File: src/hw/rtl/fos_pkg.sv
// ----------------------------------------------------------------------------
// fos_pkg: shared types and constants for flexpage order selection
// Field widths, default parameter values, register codes and the flags that
// travel with each request down the pipeline.
// ----------------------------------------------------------------------------
package fos_pkg;

  localparam int unsigned FIELD_W        = 32;
  localparam int unsigned ORDER_W        = 5;
  localparam int unsigned CFG_IDX_W      = 2;
  localparam int unsigned CFG_DATA_W     = 32;

  localparam int unsigned DEF_ADDR_WIDTH = 32;
  localparam int unsigned DEF_PAGE_SHIFT = 12;
  localparam int unsigned DEF_MAX_ORDER  = 30;

  typedef enum logic [CFG_IDX_W-1:0] {
    CFG_REGION_BASE = 2'd0,
    CFG_REGION_SIZE = 2'd1
  } cfg_reg_e;

  typedef struct packed {
    logic valid;
    logic no_hot;
    logic out_of_range;
  } item_flags_t;

endpackage

File: src/hw/rtl/flexpage_order_select_top.sv
// Path: a taken request is held in stage A, then stage B, then the order-check
//   register, and out_valid_o rises from the output register; a stalled result side delays it.
// Throughput: one request per cycle; all candidate orders are checked side by
//   side in one stage, so nothing iterates; the stages hold only behind a
//   stalled result.
// Reset: rst_ni clears the stage valid bits at once and sets region_base and
//   region_size to 0; there is no clearing pass.
// ----------------------------------------------------------------------------
// flexpage_order_select_top: largest aligned power-of-two mapping order
// Four-stage pipeline: page rounding, address set-up, parallel order checks,
// order pick with output register. Configuration sits in two registers.
// ----------------------------------------------------------------------------
module flexpage_order_select_top
  import fos_pkg::*;
#(
  parameter int unsigned ADDR_WIDTH = DEF_ADDR_WIDTH,
  parameter int unsigned PAGE_SHIFT = DEF_PAGE_SHIFT,
  parameter int unsigned MAX_ORDER  = DEF_MAX_ORDER
) (
  input  logic                  clk_i,
  input  logic                  rst_ni,
  // configuration write channel
  input  logic                  cfg_valid_i,
  output logic                  cfg_ready_o,
  input  logic [CFG_IDX_W-1:0]  cfg_index_i,
  input  logic [CFG_DATA_W-1:0] cfg_data_i,
  // request channel
  input  logic                  in_valid_i,
  output logic                  in_stall_o,
  input  logic [FIELD_W-1:0]    offset_i,
  input  logic [FIELD_W-1:0]    hot_spot_i,
  input  logic [FIELD_W-1:0]    window_low_i,
  input  logic [FIELD_W-1:0]    window_high_i,
  // result channel
  output logic                  out_valid_o,
  input  logic                  out_stall_i,
  output logic                  status_o,
  output logic [FIELD_W-1:0]    aligned_base_o,
  output logic [ORDER_W-1:0]    map_order_o
);

  localparam int unsigned NumTest = (MAX_ORDER > PAGE_SHIFT) ? MAX_ORDER - PAGE_SHIFT : 1;

  logic [CFG_DATA_W-1:0] region_base_d, region_base_q;
  logic [CFG_DATA_W-1:0] region_size_d, region_size_q;
  logic [ADDR_WIDTH-1:0] cfg_base, cfg_size;

  item_flags_t           flags_b, flags_c;
  logic                  prep_ready, test_ready, pick_ready;
  logic [ADDR_WIDTH-1:0] addr_b, rend_b, hot_b, wlow_b, wend_b, addr_c;
  logic [NumTest-1:0]    pass_c;

  // Configuration: always ready; the user writes only while the pipeline is empty,
  // which the block does not enforce, so later stages read the registers directly. Drop writes beyond the list.
  assign cfg_ready_o = 1'b1;

  always_comb begin
    region_base_d = region_base_q;
    region_size_d = region_size_q;
    if (cfg_valid_i) begin
      case (cfg_reg_e'(cfg_index_i))
        CFG_REGION_BASE: region_base_d = cfg_data_i;
        CFG_REGION_SIZE: region_size_d = cfg_data_i;
        default: ;
      endcase
    end
  end

  always_ff @(posedge clk_i or negedge rst_ni) begin
    if (!rst_ni) begin
      region_base_q <= '0;
      region_size_q <= '0;
    end else begin
      region_base_q <= region_base_d;
      region_size_q <= region_size_d;
    end
  end

  assign cfg_base = ADDR_WIDTH'(region_base_q);
  assign cfg_size = ADDR_WIDTH'(region_size_q);

  // Hold the request while every stage is full and the result is stalled
  assign in_stall_o = !prep_ready;

  fos_prep #(
    .ADDR_WIDTH (ADDR_WIDTH),
    .PAGE_SHIFT (PAGE_SHIFT)
  ) u_prep (
    .clk_i         (clk_i),
    .rst_ni        (rst_ni),
    .in_valid_i    (in_valid_i),
    .in_ready_o    (prep_ready),
    .offset_i      (offset_i),
    .hot_spot_i    (hot_spot_i),
    .window_low_i  (window_low_i),
    .window_high_i (window_high_i),
    .cfg_base_i    (cfg_base),
    .cfg_size_i    (cfg_size),
    .out_ready_i   (test_ready),
    .flags_o       (flags_b),
    .addr_o        (addr_b),
    .region_end_o  (rend_b),
    .hot_o         (hot_b),
    .wlow_o        (wlow_b),
    .window_end_o  (wend_b)
  );

  fos_order_test #(
    .ADDR_WIDTH (ADDR_WIDTH),
    .PAGE_SHIFT (PAGE_SHIFT),
    .MAX_ORDER  (MAX_ORDER)
  ) u_test (
    .clk_i        (clk_i),
    .rst_ni       (rst_ni),
    .flags_i      (flags_b),
    .in_ready_o   (test_ready),
    .addr_i       (addr_b),
    .region_end_i (rend_b),
    .hot_i        (hot_b),
    .wlow_i       (wlow_b),
    .window_end_i (wend_b),
    .cfg_base_i   (cfg_base),
    .out_ready_i  (pick_ready),
    .flags_o      (flags_c),
    .addr_o       (addr_c),
    .pass_o       (pass_c)
  );

  fos_order_pick #(
    .ADDR_WIDTH (ADDR_WIDTH),
    .PAGE_SHIFT (PAGE_SHIFT),
    .MAX_ORDER  (MAX_ORDER)
  ) u_pick (
    .clk_i          (clk_i),
    .rst_ni         (rst_ni),
    .flags_i        (flags_c),
    .in_ready_o     (pick_ready),
    .addr_i         (addr_c),
    .pass_i         (pass_c),
    .out_ready_i    (!out_stall_i),
    .valid_o        (out_valid_o),
    .status_o       (status_o),
    .aligned_base_o (aligned_base_o),
    .map_order_o    (map_order_o)
  );

  // A stalled request means the whole pipe is full behind a stalled result
  assert property (@(posedge clk_i) disable iff (!rst_ni)
    in_stall_o |-> out_valid_o && out_stall_i)
    else $error("request stalled while the result side could advance");

  // A rejected request carries zero base and order
  assert property (@(posedge clk_i) disable iff (!rst_ni)
    out_valid_o && status_o |-> aligned_base_o == '0 && map_order_o == '0)
    else $error("out-of-range result with non-zero fields");

  // An accepted mapping is at least page aligned
  assert property (@(posedge clk_i) disable iff (!rst_ni)
    out_valid_o && !status_o |-> aligned_base_o[PAGE_SHIFT-1:0] == '0)
    else $error("mapped base not page aligned");

  // An accepted mapping never goes below the page order
  assert property (@(posedge clk_i) disable iff (!rst_ni)
    out_valid_o && !status_o |->
      (MAX_ORDER > 31) || (map_order_o >= ORDER_W'(PAGE_SHIFT)))
    else $error("mapped order below the page shift");

endmodule

File: src/hw/rtl/fos_prep.sv
// ----------------------------------------------------------------------------
// fos_prep: page rounding and address set-up
// Stage A rounds the request fields and the region size to pages; stage B
// forms the range check, the mapped address and the inclusive end addresses.
// ----------------------------------------------------------------------------
module fos_prep
  import fos_pkg::*;
#(
  parameter int unsigned ADDR_WIDTH = DEF_ADDR_WIDTH,
  parameter int unsigned PAGE_SHIFT = DEF_PAGE_SHIFT
) (
  input  logic                  clk_i,
  input  logic                  rst_ni,
  input  logic                  in_valid_i,
  output logic                  in_ready_o,
  input  logic [FIELD_W-1:0]    offset_i,
  input  logic [FIELD_W-1:0]    hot_spot_i,
  input  logic [FIELD_W-1:0]    window_low_i,
  input  logic [FIELD_W-1:0]    window_high_i,
  input  logic [ADDR_WIDTH-1:0] cfg_base_i,
  input  logic [ADDR_WIDTH-1:0] cfg_size_i,
  input  logic                  out_ready_i,
  output item_flags_t           flags_o,
  output logic [ADDR_WIDTH-1:0] addr_o,
  output logic [ADDR_WIDTH-1:0] region_end_o,
  output logic [ADDR_WIDTH-1:0] hot_o,
  output logic [ADDR_WIDTH-1:0] wlow_o,
  output logic [ADDR_WIDTH-1:0] window_end_o
);

  localparam logic [ADDR_WIDTH-1:0] PageLow = ~({ADDR_WIDTH{1'b1}} << PAGE_SHIFT);
  localparam logic [ADDR_WIDTH-1:0] One     = ADDR_WIDTH'(1);

  logic                  en_a, en_b;
  item_flags_t           flags_a_d, flags_a_q, flags_b_d, flags_b_q;
  logic [ADDR_WIDTH-1:0] offs_a_q, hot_a_q, wlow_a_q, whigh_a_q, rsize_a_q;
  logic [ADDR_WIDTH-1:0] offs_a_d, hot_a_d, wlow_a_d, whigh_a_d, rsize_a_d;
  logic [ADDR_WIDTH-1:0] addr_b_q, rend_b_q, hot_b_q, wlow_b_q, wend_b_q;
  logic [ADDR_WIDTH-1:0] addr_b_d, rend_b_d, wend_b_d;

  assign en_b       = !flags_b_q.valid || out_ready_i;
  assign en_a       = !flags_a_q.valid || en_b;
  assign in_ready_o = en_a;

  // Stage A: page truncation and round-up
  always_comb begin
    offs_a_d  = ADDR_WIDTH'(offset_i) & ~PageLow;
    hot_a_d   = ADDR_WIDTH'(hot_spot_i) & ~PageLow;
    wlow_a_d  = ADDR_WIDTH'(window_low_i) & ~PageLow;
    whigh_a_d = (ADDR_WIDTH'(window_high_i) + PageLow) & ~PageLow;
    rsize_a_d = (cfg_size_i + PageLow) & ~PageLow;
    flags_a_d.valid        = in_valid_i;
    flags_a_d.no_hot       = (hot_spot_i == {FIELD_W{1'b1}});
    flags_a_d.out_of_range = 1'b0;
  end

  // Stage B: range check and end addresses, all wrapping at the datapath width
  always_comb begin
    addr_b_d  = cfg_base_i + offs_a_q;
    rend_b_d  = cfg_base_i + rsize_a_q - One;
    wend_b_d  = whigh_a_q - One;
    flags_b_d = flags_a_q;
    flags_b_d.out_of_range = (offs_a_q >= rsize_a_q);
  end

  always_ff @(posedge clk_i or negedge rst_ni) begin
    if (!rst_ni) begin
      flags_a_q <= '0;
      flags_b_q <= '0;
    end else begin
      if (en_a) begin
        flags_a_q <= flags_a_d;
      end
      if (en_b) begin
        flags_b_q <= flags_b_d;
      end
    end
  end

  always_ff @(posedge clk_i) begin
    if (en_a) begin
      offs_a_q  <= offs_a_d;
      hot_a_q   <= hot_a_d;
      wlow_a_q  <= wlow_a_d;
      whigh_a_q <= whigh_a_d;
      rsize_a_q <= rsize_a_d;
    end
    if (en_b) begin
      addr_b_q <= addr_b_d;
      rend_b_q <= rend_b_d;
      hot_b_q  <= hot_a_q;
      wlow_b_q <= wlow_a_q;
      wend_b_q <= wend_b_d;
    end
  end

  assign flags_o      = flags_b_q;
  assign addr_o       = addr_b_q;
  assign region_end_o = rend_b_q;
  assign hot_o        = hot_b_q;
  assign wlow_o       = wlow_b_q;
  assign window_end_o = wend_b_q;

endmodule

File: src/hw/rtl/fos_order_test.sv
// ----------------------------------------------------------------------------
// fos_order_test: parallel checks of every candidate order
// One comparator set per order; bit j says whether growing from
// PAGE_SHIFT+j to PAGE_SHIFT+j+1 keeps all conditions.
// ----------------------------------------------------------------------------
module fos_order_test
  import fos_pkg::*;
#(
  parameter int unsigned ADDR_WIDTH = DEF_ADDR_WIDTH,
  parameter int unsigned PAGE_SHIFT = DEF_PAGE_SHIFT,
  parameter int unsigned MAX_ORDER  = DEF_MAX_ORDER,
  localparam int unsigned NumTest   = (MAX_ORDER > PAGE_SHIFT) ? MAX_ORDER - PAGE_SHIFT : 1
) (
  input  logic                  clk_i,
  input  logic                  rst_ni,
  input  item_flags_t           flags_i,
  output logic                  in_ready_o,
  input  logic [ADDR_WIDTH-1:0] addr_i,
  input  logic [ADDR_WIDTH-1:0] region_end_i,
  input  logic [ADDR_WIDTH-1:0] hot_i,
  input  logic [ADDR_WIDTH-1:0] wlow_i,
  input  logic [ADDR_WIDTH-1:0] window_end_i,
  input  logic [ADDR_WIDTH-1:0] cfg_base_i,
  input  logic                  out_ready_i,
  output item_flags_t           flags_o,
  output logic [ADDR_WIDTH-1:0] addr_o,
  output logic [NumTest-1:0]    pass_o
);

  logic                  en;
  item_flags_t           flags_q;
  logic [ADDR_WIDTH-1:0] addr_q;
  logic [NumTest-1:0]    pass_d, pass_q;

  assign en         = !flags_q.valid || out_ready_i;
  assign in_ready_o = en;

  for (genvar j = 0; j < NumTest; j++) begin : g_order
    if (j < int'(MAX_ORDER) - int'(PAGE_SHIFT)) begin : g_live
      // Mask of the doubled block, clipped at the datapath width
      localparam int unsigned Bits = PAGE_SHIFT + 1 + j;
      localparam logic [ADDR_WIDTH-1:0] Low = ~({ADDR_WIDTH{1'b1}} << Bits);
      logic [ADDR_WIDTH-1:0] mb, hb;
      assign mb = addr_i & ~Low;
      assign hb = hot_i & ~Low;
      // mb and hb have clear low bits, so adding Low is an OR
      assign pass_d[j] = (mb >= cfg_base_i) && ((mb | Low) <= region_end_i) &&
                         (hb >= wlow_i) && ((hb | Low) <= window_end_i) &&
                         !flags_i.no_hot && (((addr_i ^ hot_i) & Low) == '0);
    end else begin : g_none
      assign pass_d[j] = 1'b0;
    end
  end

  always_ff @(posedge clk_i or negedge rst_ni) begin
    if (!rst_ni) begin
      flags_q <= '0;
    end else if (en) begin
      flags_q <= flags_i;
    end
  end

  always_ff @(posedge clk_i) begin
    if (en) begin
      addr_q <= addr_i;
      pass_q <= pass_d;
    end
  end

  assign flags_o = flags_q;
  assign addr_o  = addr_q;
  assign pass_o  = pass_q;

endmodule

File: src/hw/rtl/fos_order_pick.sv
// ----------------------------------------------------------------------------
// fos_order_pick: order selection and output register
// Counts the unbroken run of passing checks from the page order upwards,
// aligns the address to the chosen order and holds the result.
// ----------------------------------------------------------------------------
module fos_order_pick
  import fos_pkg::*;
#(
  parameter int unsigned ADDR_WIDTH = DEF_ADDR_WIDTH,
  parameter int unsigned PAGE_SHIFT = DEF_PAGE_SHIFT,
  parameter int unsigned MAX_ORDER  = DEF_MAX_ORDER,
  localparam int unsigned NumTest   = (MAX_ORDER > PAGE_SHIFT) ? MAX_ORDER - PAGE_SHIFT : 1
) (
  input  logic                  clk_i,
  input  logic                  rst_ni,
  input  item_flags_t           flags_i,
  output logic                  in_ready_o,
  input  logic [ADDR_WIDTH-1:0] addr_i,
  input  logic [NumTest-1:0]    pass_i,
  input  logic                  out_ready_i,
  output logic                  valid_o,
  output logic                  status_o,
  output logic [FIELD_W-1:0]    aligned_base_o,
  output logic [ORDER_W-1:0]    map_order_o
);

  localparam int unsigned OrdW = $clog2(MAX_ORDER + 1);
  localparam int unsigned CntW = $clog2(NumTest + 2);

  logic                  en;
  logic                  valid_q, status_q;
  logic [FIELD_W-1:0]    base_d, base_q;
  logic [ORDER_W-1:0]    order_d, order_q;
  logic [NumTest:0]      pass_x, pass_inc, first_zero;
  logic [NumTest-1:0]    run;
  logic [CntW-1:0]       count;
  logic [OrdW-1:0]       order;
  logic [ADDR_WIDTH-1:0] low_mask;

  assign en         = !valid_q || out_ready_i;
  assign in_ready_o = en;

  // First failing check as a one-hot, the passing run below it as a mask
  assign pass_x     = {1'b0, pass_i};
  assign pass_inc   = pass_x + (NumTest+1)'(1);
  assign first_zero = pass_inc & ~pass_x;
  assign run        = pass_i & ~pass_inc[NumTest-1:0];

  always_comb begin
    count = '0;
    for (int i = 0; i <= int'(NumTest); i++) begin
      if (first_zero[i]) begin
        count = count | CntW'(i);
      end
    end
    order = OrdW'(PAGE_SHIFT) + OrdW'(count);
  end

  always_comb begin
    low_mask = '0;
    for (int b = 0; b < int'(ADDR_WIDTH); b++) begin
      if (b < int'(PAGE_SHIFT)) begin
        low_mask[b] = 1'b1;
      end else if (b - int'(PAGE_SHIFT) < int'(NumTest)) begin
        low_mask[b] = run[b - int'(PAGE_SHIFT)];
      end
    end
  end

  always_comb begin
    if (flags_i.out_of_range) begin
      base_d  = '0;
      order_d = '0;
    end else begin
      base_d  = addr_i[FIELD_W-1:0] & ~low_mask[FIELD_W-1:0];
      order_d = order[ORDER_W-1:0];
    end
  end

  always_ff @(posedge clk_i or negedge rst_ni) begin
    if (!rst_ni) begin
      valid_q <= 1'b0;
    end else if (en) begin
      valid_q <= flags_i.valid;
    end
  end

  always_ff @(posedge clk_i) begin
    if (en) begin
      status_q <= flags_i.out_of_range;
      base_q   <= base_d;
      order_q  <= order_d;
    end
  end

  assign valid_o        = valid_q;
  assign status_o       = status_q;
  assign aligned_base_o = base_q;
  assign map_order_o    = order_q;

endmodule

File: config.mk
export PLATFORM = sky130hd
export DESIGN_NAME = flexpage_order_select_top
export DESIGN_NICKNAME = d
export VERILOG_FILES = /design/src/hw/rtl/fos_pkg.sv /design/src/hw/rtl/flexpage_order_select_top.sv /design/src/hw/rtl/fos_prep.sv /design/src/hw/rtl/fos_order_test.sv /design/src/hw/rtl/fos_order_pick.sv
export SDC_FILE = /design/constraint.sdc
export NUM_CORES = 1
export LEC_CHECK = 0
export BUFFER_PORTS_ARGS = -buffer_cell sky130_fd_sc_hd__buf_2
export CORE_ASPECT_RATIO = 0.9
export CORE_MARGIN = 8
export CORE_UTILIZATION = 34
export DETAILED_ROUTE_END_ITERATION = 12
export RECOVER_POWER = 25
export SETUP_SLACK_MARGIN = 0.4
export SLEW_MARGIN = 0
export SYNTH_ARGS = -nofsm -noshare
export SYNTH_HDL_FRONTEND = slang
export SYNTH_SLANG_ARGS = --single-unit
File: constraint.sdc
create_clock -name clk_i -period 10.72 [get_ports clk_i]
set_clock_uncertainty 0.2 [all_clocks]
set_input_delay 0.536 -clock clk_i [delete_from_list [all_inputs] [get_ports clk_i]]
set_output_delay 0.536 -clock clk_i [all_outputs]
set_load 0.02 [all_outputs]
## Yosys cells after proc, flatten, opt, wreduce, memory -nomap -nowiden

Index checks and enable logic that the tools add are counted.

- Bits of input ports: 167
- Output and inout port bits: 41
- Register bits after elaboration: 396

- Multiplexer cells: 18
- Bitwise operators: 7
- Reductions and logical operators: 122
- Eq/ne operators: 2
- Order comparisons: 73
- Add/sub/neg operators: 8

Operator list:

| kind | count |
|---|---|
| greater-or-equal comparator 32 bit | 37 |
| <= comparator 32 bit | 36 |
| logical NOT 32 bit | 18 |
| logical AND 1 bit | 90 |
| adder 32 x 12 -> 32 bit, second input constant | 2 |
| adder 32 bit | 2 |
| subtractor 32 x 1 -> 32 bit, second input constant | 2 |
| bitwise AND 32 bit | 1 |
| == test 32 bit, second input constant | 1 |
| two-way mux 4 bit | 8 |
| NOT 30 -> 32 bit | 1 |
| bitwise XOR 30 bit | 1 |
| adder 18 x 1 -> 19 bit, second input constant | 1 |
| bitwise AND 19 bit | 1 |
| NOT 18 -> 19 bit | 1 |
| bitwise AND 18 bit | 1 |
| NOT 18 bit | 1 |
| two-way mux 5 bit | 3 |
| two-way mux 3 bit | 4 |
| logical NOT 1 bit | 7 |
| adder 4 x 5 -> 5 bit, first input constant | 1 |
| logical OR 1 bit | 4 |
| two-way mux 2 bit | 2 |
| AND reduction 2 bit | 2 |
| 3 further kinds | 3 |

## Depth between registers and ports, before layout

Gate-level depths: netlist (run 1).

- Depth in word-level cells: 21
- Mapped depth: 13

## Modules after synthesis

Synthesis (run 1) repeated with hierarchy kept, for this count alone.

- Cell total of the unflattened synthesis: 2073
- Area, all modules: 22482.8 um2

By module, submodules not included:

| module | seq. area each (um2) | times used | cells each | area an instance (um2) |
|---|---|---|---|---|
| fos_prep | 6851.6 | 1 | 964 | 11862.6 |
| fos_order_test | 1576.5 | 1 | 849 | 6770.2 |
| flexpage_order_select_top | 1601.5 | 1 | 140 | 2434.8 |
| fos_order_pick | 805.8 | 1 | 120 | 1415.1 |

## Least setup slack after synthesis (run 1)

No wires, ideal clock.

- Kind: register to output
- Start: register u_pick.valid_q (netlist: u_pick.valid_o)
- End: output port in_stall_o
- Arrival time: 7.511 ns
- Required time: 9.984 ns
- Path slack: 2.473 ns
- Stages on the path, launching flop included: 5
- Cells stage by stage: dfrtp_1 > nand4_1 > inv_1 > nand2_1 > inv_1

- Word-level cells in the longest chain between the ends: 6

RTL lines:

| item | RTL line | source |
|---|---|---|
| from (decl) | fos_order_pick.sv:31 | `logic valid_q, status_q;` |
| from (signal assigned) | fos_order_pick.sv:84 | `valid_q <= flags_i.valid;` |
| logical NOT 1 bit | fos_order_pick.sv:40 | `assign en = !valid_q \|\| out_ready_i;` |
| logical OR 1 bit | fos_order_pick.sv:40 |  |
| logical OR 1 bit | fos_order_test.sv:35 | `assign en = !flags_q.valid \|\| out_ready_i;` |
| logical OR 1 bit | fos_prep.sv:41 | `assign en_b = !flags_b_q.valid \|\| out_ready_i;` |
| net u_prep.en_b | fos_prep.sv:34 | `logic en_a, en_b;` |
| logical OR 1 bit | fos_prep.sv:42 | `assign en_a = !flags_a_q.valid \|\| en_b;` |
| logical NOT 1 bit | flexpage_order_select_top.sv:83 | `assign in_stall_o = !prep_ready;` |
| to (decl) | flexpage_order_select_top.sv:29 | `output logic in_stall_o,` |

The timed path passes the listed nets, and every way through them passes these cells.

## Worst setup path after layout (run 1)

- Start: register u_prep.hot_b_q[29] (netlist: u_prep.hot_o[29])
- End: register u_test.pass_q[0] (netlist: u_test.pass_o[0]), data pin

- Word-level cells in the longest chain between the ends: 5
- Elaborated cells between the ends (all ways): 6
- Those cells by class: order compare: 2; reduce/logical: 4

RTL lines:

| item | RTL line | source |
|---|---|---|
| from (decl) | fos_prep.sv:38 | `logic [ADDR_WIDTH-1:0] addr_b_q, rend_b_q, hot_b_q, wlow_b_q, wend_b_q;` |
| from (signal assigned) | fos_prep.sv:91 | `hot_b_q <= hot_a_q;` |
| greater-or-equal comparator 32 bit | fos_order_test.sv:48 | `(hb >= wlow_i) && ((hb \| Low) <= window_end_i) &&` |
| logical AND 1 bit | fos_order_test.sv:47 | `assign pass_d[j] = (mb >= cfg_base_i) && ((mb \| Low) <= region_end_i) &&` |
| logical AND 1 bit (*) (2 in series) | fos_order_test.sv:48 |  |
| logical AND 1 bit (*) | fos_order_test.sv:49 | `!flags_i.no_hot && (((addr_i ^ hot_i) & Low) == '0);` |
| net u_test.pass_d[0] | fos_order_test.sv:33 | `logic [NumTest-1:0] pass_d, pass_q;` |
| to (signal assigned) | fos_order_test.sv:66 | `pass_q <= pass_d;` |
| to (decl) | fos_order_test.sv:33 |  |

Mark *: on every way through the listed nets, which the timed path passes. The rest lies on a longest branch.
A chain may end at the register's enable or synchronous reset.

==> results of run 1 <==
==> cell usage in the layout (no fill, tap or decap), types with 12 or more instances in the layout <==
master	netlist	routed
a21o_1	48	48
a21oi_1	137	137
a31oi_1	24	24
and3_1	23	23
buf_2	1	141
clkbuf_1	19	38
clkbuf_16	0	46
conb_1	2	13
dfrtp_1	72	72
dlygate4sd3_1	0	80
edfxtp_1	288	288
ha_1	206	206
inv_1	238	238
mux2_2	33	33
nand2_1	132	131
nand2b_1	19	19
nand3_1	61	60
nand4_1	36	36
nor2_1	89	89
nor2b_1	16	16
nor3_1	32	32
nor3b_1	12	12
nor4_1	27	27
o21ai_0	123	123
or3_1	13	13
xnor2_1	75	75
xor2_1	40	40
==> Yosys cell counts (5+ instances only) <==
| library cell | number | area [µm²] |
|---|---|---|
| edfxtp_1 | 288 | 8650 |
| inv_1 | 238 | 893 |
| ha_1 | 206 | 2580 |
| a21oi_1 | 137 | 686 |
| nand2_1 | 132 | 495 |
| o21ai_0 | 123 | 616 |
| nor2_1 | 89 | 334 |
| xnor2_1 | 75 | 657 |
| dfrtp_1 | 72 | 1800 |
| nand3_1 | 61 | 305 |
| a21o_1 | 48 | 360 |
| xor2_1 | 40 | 350 |
| nand4_1 | 36 | 225 |
| mux2_2 | 33 | 372 |
| nor3_1 | 32 | 160 |
| nor4_1 | 27 | 169 |
| a31oi_1 | 24 | 150 |
| and3_1 | 23 | 144 |
| clkbuf_1 | 19 | 71.3 |
| nand2b_1 | 19 | 119 |
| nor2b_1 | 16 | 100 |
| buf_4 | 13 | 97.6 |
| or3_1 | 13 | 81.3 |
| nor3b_1 | 12 | 90.1 |
| o21a_1 | 11 | 82.6 |
| and4_1 | 10 | 87.6 |
| and2_1 | 9 | 56.3 |
| o211ai_1 | 7 | 52.6 |
| o21bai_1 | 7 | 52.6 |
| a2111oi_0 | 6 | 52.6 |
| a211oi_1 | 6 | 45.0 |
| or2_2 | 6 | 37.5 |
| a221oi_1 | 5 | 43.8 |
| and3b_1 | 5 | 43.8 |
| nor4b_1 | 5 | 43.8 |
| or4_1 | 5 | 37.5 |
==> through the flow <==
| stage | area, µm² | power [W] | worst slack [ns] |
|---|---|---|---|
| floorplan | 20800 | 0.00357 | 2.47 |
| global placement | 22600 | 0.00419 | 6.85 |
| detailed placement | 22600 | 0.00424 | 6.85 |
| CTS | 24800 | 0.00575 | 6.65 |
| global route | 24700 | 0.00611 | 6.53 |
| finish | 24700 | 0.00572 | 6.78 |
==> what timing repair did <==
action / in CTS / in global routing
endpoints found under the hold margin: 90 / 0
gates resized for setup: 0 / 0
hold buffers: 80 / 0
setup endpoints to repair: 0 / 0
==> worst paths after layout <==
kind	startpoint	to	slack (ns)	cells after the start
max in group asynchronous	rst_ni	u_prep.flags_a_q[1]$_DFFE_PN0N_	9.14	2
worst min-delay path	cfg_data_i[11]	cfg_base[11]$_DFFE_PN0P_	0.02	3
worst max register to register	u_prep.hot_o[29]$_DFFE_PP_	u_test.pass_o[0]$_DFFE_PP_	6.78	8
min in group asynchronous	rst_ni	cfg_size[14]$_DFFE_PN0P_	0.51	2
worst max-delay path	u_prep.hot_o[29]$_DFFE_PP_	u_test.pass_o[0]$_DFFE_PP_	6.78	8
worst min register to register	u_prep.hot_a_q[20]$_DFFE_PN_	u_prep.hot_o[20]$_DFFE_PP_	0.21	0
==> cell families after synthesis <==
kind of cell	after synthesis
muxes	33
buffers and inverters	272
other	2
and+or+nand+nor	518
xor gates and xnor gates	115
DFF	360
AOI/OAI and AO/OA	421
adders and majority gates	208
==> final cells by class <==
class | instances | area share
repair buffers | 257 | 0.0678
multi-input cells | 1308 | 0.377
well taps | 792 | 0.0400
flip-flops and latches | 360 | 0.422
clock inverters | 18 | 0.00703
inverters | 238 | 0.0361
clock buffers | 59 | 0.0501
==> sequential cells by signal (all words and copies together), names as in the netlist, 5 cells and up <==
signal                 flops
cfg_base                  32
cfg_size                  32
u_pick.aligned_base_o     20
u_pick.map_order_o         5
u_prep.addr_o             32
u_prep.hot_a_q            20
u_prep.hot_o              20
u_prep.offs_a_q           20
u_prep.region_end_o       32
u_prep.rsize_a_q          20
u_prep.whigh_a_q          20
u_prep.window_end_o       20
u_prep.wlow_a_q           20
u_prep.wlow_o             20
u_test.addr_o             20
u_test.pass_o             18
==> where the power goes <==
part           leakage [nW]  switching (W)  internal [W]  total, W
Sequential             3.85       0.000300       0.00193   0.00223
Combinational          6.01        0.00122      0.000822   0.00204
Clock                 0.687       0.000573      0.000881   0.00145
==> tightest hold or removal path, cell delays in order <==
cell and delay (ns):
buf_2 0.09, nand2_1 0.06, o21ai_0 0.07
==> layer usage <==
layer,track usage,vias to the layer above,wire length (µm)
met5,0,-,0
met2,0.257,422,25600
met1,0.218,7217,26300
met4,0.0471,0,1350
li1,-,7523,-
met3,0.0221,80,2970
==> metrics.txt, run 1 <==
# fillers=5,928; Inst Count DP=2,875; Die Ht=251 µm; number of core rows=86; clock buffer depth=3; routed wire length=56,200 µm; max-cap viol count=2; Final setup viols=0; mux share of post-synthesis cell area=0.0179; post-CTS setup buffers=0; DR iter-0 viols=1,120; Post-Synthesis Cells=1,929; CTS H-Tree Depth=2; Worst-path clk slew=0.06 ns; Synth Warn #=0; area grow syn2layout=19.0%; final slew viol count=98; CTS Buf Count=43; crit path DAT=3.98 ns; ratio of cells with drive above 1 in the final layout=0.120; Rel. slew slack=-0.701; setup TNS=0 ns; hold slack=0.0216 ns; kind of cell adding the most delay to the critical path=compound AO/OA/AOI/OAI gates; Synth Area in Adders=0.126; antenna violations before repair=3; failing checks=max-capacitance violations, max-slew violations; Req. time, crit path=10.75 ns; Initial Util=0.341; FFs w/ async S/R, synth=0.200; Syn Area/Cell=10.8 µm²; final core occ=0.406; drt pass-1 iters=7; GP Congestion=0.905; number of global-route vias before repair=15,600; synthesized flop and latch total=360; wire per inst=18.5 µm; largest family of logic cells by synthesized area=simple AND/OR/NAND/NOR gates; cells along the critical path=ha_1 > nand2_1 > nor2_2 > nand4_1 > or3_1 > o21ai_0 > o21bai_1 > a2111oi_0; CP peak stage delay=0.74 ns; worst-path fanout max=7; multi-input logic area=9320 µm²; hold crit path type=primary input to flip-flop; status=finished with violations; CP max-delay cell=a2111oi_0; Final min period=3.94 ns; xor-xnor portion of the synthesized cell area=0.0485; sequential area share after synthesis=0.503; Final nets=2,583; achievable frequency=0.253 GHz; unrepaired setup endpoints after global routing=false; kind of critical path=flip-flop to flip-flop; Total GRT Usage=0.158; die area=69,300 µm²; DRC violations left=0; antenna-violating nets left=0; number of synthesized flops with an enable pin=288; Synth cell types=78; area of the mapped netlist=20,800 µm²; simple-gate area share of the yosys netlist=0.131; Worst VDD drop=0.000120 V; Register Area=10,500 µm²; worst skew pair latency=0.57 ns; CTS tree=done; Final period util=0.368; final non-filler cell total=3,032; hpwl dp=43,800 µm; via count=15,200; clock sinks=360; vias per cell=5.03; die width=277 µm; Leak Pwr=10.5 nW; global-route wire length before repair=87,300 µm; Fin. Hold Viols=0; Worst Path Buf+Inv=0; largest net degree at the start of global routing=130; Tightest Pin Transition=2.55 ns; Port-buffer cells=170; Setup crit start kind=flip-flop; IO Pins=208; Primary FF master, synth=edfxtp_1; clock tree root driver cell=clkbuf_16; gr ovfl total=0; Core ar.=60,900 µm²; CP Capture Type=flip-flop; # diodes=0; power per cell area=231 nW/µm²; compound-gate portion of the synthesized area=0.122
No activity file was read; power rests on OpenSTA's default activity.
==> run 2, diff against run 1 <==
- clock period: 10.72 -> 3.85 ns (I/O delays scaled with it)
==> run 2 against run 1 <==
Net effect: non-clock buffer count rose by 82; largest cell class unchanged; register-to-register slack got worse by 6.3 ns; critical endpoint unchanged; die area unchanged; sequential power rose to 2.8 times the previous value; clock-buffer cell count down 8; flip-flop and latch count is the same; the run still ends with max-capacitance violations, max-slew violations left.
==> metrics.txt, run 2 (synthesis gave the netlist of run 1 again) <==
Fin. Hold Viols=0 (unchanged); commonest non-fill, non-tap cell in the layout=edfxtp_1; R2R cell count=10 (+2); Worst-path clk slew=0.06 ns (about the same); CTS Buf Count=42 (-2.3%); DRC violations left=0 (unchanged); hpwl dp=44,700 µm (+1.9%); CP Capture Type=flip-flop; number of global-route vias before repair=16,000 (+2.5%); cells along the critical path=ha_1 > and3_1 > a221oi_2 > o21ai_0 > a21o_1 > a21o_1 > a21o_1 > nor2_1 > a2111oi_1 > buf_4; die area=69,300 µm² (unchanged); gr ovfl total=0 (unchanged); placed cell area=22,700 µm² (+0.75%); Inst Count DP=2,894 (+0.66%); kind of critical path=flip-flop to flip-flop; antenna violations before repair=2 (-1); most frequent cells in the layout=edfxtp_1, inv_1, ha_1, buf_2, a21oi_1; hold depth=4 (+1); worst-path fanout max=5 (-2); Final nets=2,664 (+3.1%); CP max-delay cell=edfxtp_1; Crit path top cell by count=a21o_1; unrepaired setup endpoints after global routing=true; Worst Path Buf+Inv=1 (+1); clock buffer depth=3 (unchanged); area grow syn2layout=23.3%; Initial Util=0.341 (unchanged); GP Congestion=0.925 (+2.2%); wire per inst=18.6 µm (+0.47%); design area=25,600 µm² (+3.6%); Setup crit start kind=flip-flop; hold slack=0.0485 ns (+0.0268 ns); CTS H-Tree Depth=2 (unchanged); worst skew pair latency=0.57 ns (about the same); final non-filler cell total=3,115 (+2.7%); antenna-violating nets left=0 (unchanged); CP peak stage delay=0.58 ns (-0.16 ns); Worst VDD drop=0.000388 V (+220%); Total GRT Usage=0.161 (+0.00332); Req. time, crit path=3.95 ns (-6.80 ns); via count=15,800 (+3.5%); Die Ht=251 µm (unchanged); Final period util=0.876 (+0.508); clock sinks=360 (unchanged); final slew viol count=86 (-12%); Crit path depth=10 (+2); drt pass-1 iters=5 (-2); crit path DAT=3.47 ns (-0.51 ns); largest net degree at the start of global routing=92 (-29%); IO Pins=208 (unchanged); setup TNS=0 ns (unchanged); ratio of cells with drive above 1 in the final layout=0.143 (+0.0238); RR Startpoint=u_prep.addr_o[23]$_DFFE_PP_; Core ar.=60,900 µm² (unchanged); routed wire length=58,000 µm (+3.2%); status=finished with violations; # fillers=5,797 (-2.2%); Tightest Pin Transition=2.73 ns (+0.179 ns); vias per cell=5.06 (+0.72%); achievable frequency=0.297 GHz (+17%); Final min period=3.37 ns (-0.574 ns); register-to-register setup slack=0.48 ns (-6.30 ns); Port-buffer cells=170 (unchanged); failing checks=max-capacitance violations, max-slew violations; CTS tree=done; hold crit path type=primary input to flip-flop; Rel. slew slack=-0.820 (-0.119); worst r2r dst=u_test.pass_o[0]$_DFFE_PP_; clock tree root driver cell=clkbuf_16; Final setup viols=0 (unchanged); Endpoint, Worst Hold=u_prep.whigh_a_q[12]$_DFFE_PN_; max-cap viol count=2 (unchanged); global-route wire length before repair=89,000 µm (+2.0%); Hold Startpoint=window_high_i[1]; Leak Pwr=10.9 nW (+3.6%); kind of cell adding the most delay to the critical path=compound AO/OA/AOI/OAI gates; power per cell area=635 nW/µm² (+170%); DR iter-0 viols=1,078 (-3.8%); number of core rows=86 (unchanged); die width=277 µm (unchanged)
## run 2: changes by cell type in the layout (fill, tap and decap cells not counted), sizes merged
cell	before	now
clkbuf	89	74
clkinvlp	2	6
diode	0	1
inv	240	238
bufinv	3	5
buf	147	183
clkinv	11	15
dlygate4sd3	80	133
## run 2: worst min-delay path, stage by stage
cell and delay, ns:
buf_2 0.07, or4_1 0.13, o31a_1 0.19, nor2_1 0.07
## run 2: worst max path at each step
stage	startpoint	to	slack, ns
3_5_place_dp	cfg_base[16]$_DFFE_PN0P_	u_prep.region_end_o[29]$_DFFE_PP_	0.27
4_1_cts	cfg_base[16]$_DFFE_PN0P_	u_prep.region_end_o[29]$_DFFE_PP_	0.40
3_3_place_gp	cfg_base[16]$_DFFE_PN0P_	u_prep.region_end_o[29]$_DFFE_PP_	0.30
5_1_grt	u_prep.hot_o[30]$_DFFE_PP_	u_test.pass_o[0]$_DFFE_PP_	0.33
6_report	u_prep.addr_o[23]$_DFFE_PP_	u_test.pass_o[0]$_DFFE_PP_	0.48
2_1_floorplan	u_pick.valid_o$_DFFE_PN0P_	u_prep.flags_a_q[1]$_DFFE_PN0N_	-2.82
## run 2: power breakdown
group / total, W / internal (W) / switching, W
Sequential: 0.00619 / 0.00537 / 0.000828
Combinational: 0.00606 / 0.00252 / 0.00355
Clock: 0.00401 / 0.00240 / 0.00161
Total: 0.0163 / 0.0103 / 0.00598
## run 2: repair_timing
action,in CTS,in global routing
endpoints found under the setup margin,3,16
endpoints found under the hold margin,198,0
pin swaps,1,3
buffers inserted,3,7
hold buffers,133,0
resized for setup,3,27
## run 2: routing by layer
metal / share of wire / track usage
met4: 0.029 / 0.0545
met5: 0 / 0
met2: 0.46 / 0.265
met3: 0.047 / 0.0230
met1: 0.47 / 0.217
## run 2: layout make-up
class / count / area, µm² / area share
clock buffers: 51 / 1120 / 0.0435
repair buffers: 339 / 2450 / 0.0956
multi-input cells: 1308 / 9450 / 0.369
clock inverters: 26 / 267 / 0.0104
diodes: 1 / 2.50 / 0.0000976
flip-flops and latches: 360 / 10500 / 0.408
well taps: 792 / 991 / 0.0387
inverters: 238 / 897 / 0.0350
## run 2: per-stage QoR
stage	power (W)	util	setup slack, ns
2_1_floorplan	0.00995	-	-2.82
3_3_place_gp	0.0118	0.373	0.300
3_5_place_dp	0.0119	0.373	0.266
4_1_cts	0.0162	0.419	0.400
5_1_grt	0.0173	0.421	0.328
6_report	0.0163	0.421	0.479
==> run 3, diff against run 2 <==
- HOLD_SLACK_MARGIN: default -> 0.08
==> run 3 against run 2 <==
Net effect: the run still ends with max-capacitance violations, max-slew violations left; worst hold slack better by 0.081 ns; clock-buffer cell count unchanged; register-to-register slack better by 0.03 ns; critical path depth unchanged; sequential power about the same; core utilization up 0.074 points; total power about the same; combinational power about the same; via count up 0.34%; maximum frequency up 0.84%; critical endpoint unchanged.
==> metrics.txt, run 3 (synthesis gave the netlist of run 1 again) <==
status=finished with violations; failing checks=max-capacitance violations, max-slew violations; power per cell area=633 nW/µm² (-0.19%); CTS H-Tree Depth=2 (unchanged); Setup crit start kind=flip-flop; clock buffer depth=3 (unchanged); via count=15,800 (+0.34%); clock sinks=360 (unchanged); most frequent cells in the layout=edfxtp_1, inv_1, ha_1, buf_2, dlygate4sd3_1; worst r2r dst=u_test.pass_o[0]$_DFFE_PP_; wire per inst=18.6 µm (+0.15%); cells along the critical path=ha_1 > and3_1 > a221oi_2 > o21ai_0 > a21o_1 > a21o_1 > a21o_1 > nor2_1 > a2111oi_1 > buf_4; hold crit path type=primary input to flip-flop; Die Ht=251 µm (unchanged); ratio of cells with drive above 1 in the final layout=0.142 (-0.00160); hold depth=2 (-2); drt pass-1 iters=6 (+1); routed wire length=58,100 µm (+0.28%); antenna violations before repair=2 (unchanged); Crit path top cell by count=a21o_1; hpwl dp=44,700 µm (unchanged); Final setup viols=0 (unchanged); area grow syn2layout=23.5%; max-cap viol count=2 (unchanged); crit path DAT=3.44 ns (-0.03 ns); worst-path fanout max=5 (unchanged); CP peak stage delay=0.57 ns (about the same); Req. time, crit path=3.95 ns (about the same); largest net degree at the start of global routing=92 (unchanged); Rel. slew slack=-0.823 (-0.00319); worst skew pair latency=0.57 ns (about the same); CP Capture Type=flip-flop; IO Pins=208 (unchanged); Port-buffer cells=170 (unchanged); Hold Startpoint=offset_i[23]; number of core rows=86 (unchanged); Endpoint, Worst Hold=u_prep.offs_a_q[23]$_DFFE_PN_; Post-Place Worst Slack=0.266 ns (unchanged); Total GRT Usage=0.162 (+0.000419); Fin. Hold Viols=0 (unchanged); # diodes=0 (-1); Final nets=2,669 (+0.19%); vias per cell=5.07 (+0.21%); Final min period=3.34 ns (-0.0281 ns); Worst-path clk slew=0.06 ns (about the same); gr ovfl total=0 (unchanged); Leak Pwr=10.9 nW (+0.11%); DR iter-0 viols=1,007 (-6.6%); die width=277 µm (unchanged); final total power=0.0163 W (about the same); min setup slack post-route=0.507 ns (+0.0281 ns); Initial Util=0.341 (unchanged); unrepaired setup endpoints after global routing=true; global-route wire length before repair=89,200 µm (+0.26%); CTS tree=done; final slew viol count=88 (+2.3%); Final period util=0.868 (-0.00729); register-to-register setup slack=0.51 ns (+0.03 ns); kind of critical path=flip-flop to flip-flop; CP max-delay cell=edfxtp_1; Tightest Pin Transition=2.73 ns (+0.00478 ns); achievable frequency=0.299 GHz (+0.84%); Core ar.=60,900 µm² (unchanged); GP Congestion=0.925 (unchanged); number of global-route vias before repair=16,000 (+0.19%); antenna-violating nets left=0 (unchanged); R2R cell count=10 (unchanged); die area=69,300 µm² (unchanged); CTS Buf Count=42 (unchanged); commonest non-fill, non-tap cell in the layout=edfxtp_1; Worst VDD drop=0.000388 V (about the same); RR Startpoint=u_prep.addr_o[23]$_DFFE_PP_; DRC violations left=0 (unchanged); clock tree root driver cell=clkbuf_16
[run 3: cell types whose count changed in the layout (fill, tap and decap cells not counted), sizes merged]
cell / change
dlygate4sd3: +4
buf: -2
diode: -1
clkbuf: +3
[run 3: critical path: cells and delay by family (launching register included)]
kind                       cells  cell delay, ns
adders and majority gates      1            0.43
DFF                            1            0.57
and+or+nand+nor                2            0.46
AOI/OAI and AO/OA              6            1.24
buffers and inverters          1            0.16
[run 3: stage by stage]
step	cells	setup TNS, ns	utilization	area, µm²	hold WS [ns]
5_1_grt	3119	0	0.422	25700	0.120
6_report	3119	0	0.422	25700	0.130
2_1_floorplan	1940	-523.83	-	20900	-0.303
4_1_cts	3112	0	0.420	25600	0.0855
3_5_place_dp	2894	0	0.373	22700	0.134
3_3_place_gp	2894	0	0.373	22700	0.117
[run 3: area by class of cell]
class | count | area, µm²
clock buffers | 51 | 1120
clock inverters | 26 | 267
fillers | 5797 | 35200
inverters | 238 | 897
multi-input cells | 1308 | 9450
flip-flops and latches | 360 | 10500
well taps | 792 | 991
repair buffers | 344 | 2500
[run 3: worst max path at each step]
stage / cells after the start / slack (ns) / end / startpoint
floorplan: 6 / -2.82 / u_prep.flags_a_q[1]$_DFFE_PN0N_ / u_pick.valid_o$_DFFE_PN0P_
global placement: 13 / 0.30 / u_prep.region_end_o[29]$_DFFE_PP_ / cfg_base[16]$_DFFE_PN0P_
detailed placement: 13 / 0.27 / u_prep.region_end_o[29]$_DFFE_PP_ / cfg_base[16]$_DFFE_PN0P_
CTS: 13 / 0.40 / u_prep.region_end_o[29]$_DFFE_PP_ / cfg_base[16]$_DFFE_PN0P_
global route: 10 / 0.31 / u_test.pass_o[2]$_DFFE_PP_ / u_prep.addr_o[29]$_DFFE_PP_
finish: 10 / 0.51 / u_test.pass_o[0]$_DFFE_PP_ / u_prep.addr_o[23]$_DFFE_PP_
[run 3: power by group]
part	switching (W)	total, W	internal, W
combinational	0.00355	0.00607	0.00251
clock	0.00161	0.00401	0.00240
sequential	0.000823	0.00619	0.00537
[run 3: repair_timing]
| item | CTS | global route |
|---|---|---|
| endpoints found under the hold margin | 199 | 0 |
| pin swaps | 1 | 3 |
| endpoints found under the setup margin | 3 | 16 |
| resized for setup | 3 | 27 |
| hold buffers | 138 | 0 |
| buffers inserted | 3 | 7 |
[run 3: layer usage]
metal / routed length (µm) / GRT usage / up-vias
met5: 0 / 0 / -
met3: 2910 / 0.0230 / 92
li1: - / - / 7706
met1: 27000 / 0.218 / 7593
met4: 1660 / 0.0545 / 0
met2: 26600 / 0.265 / 434
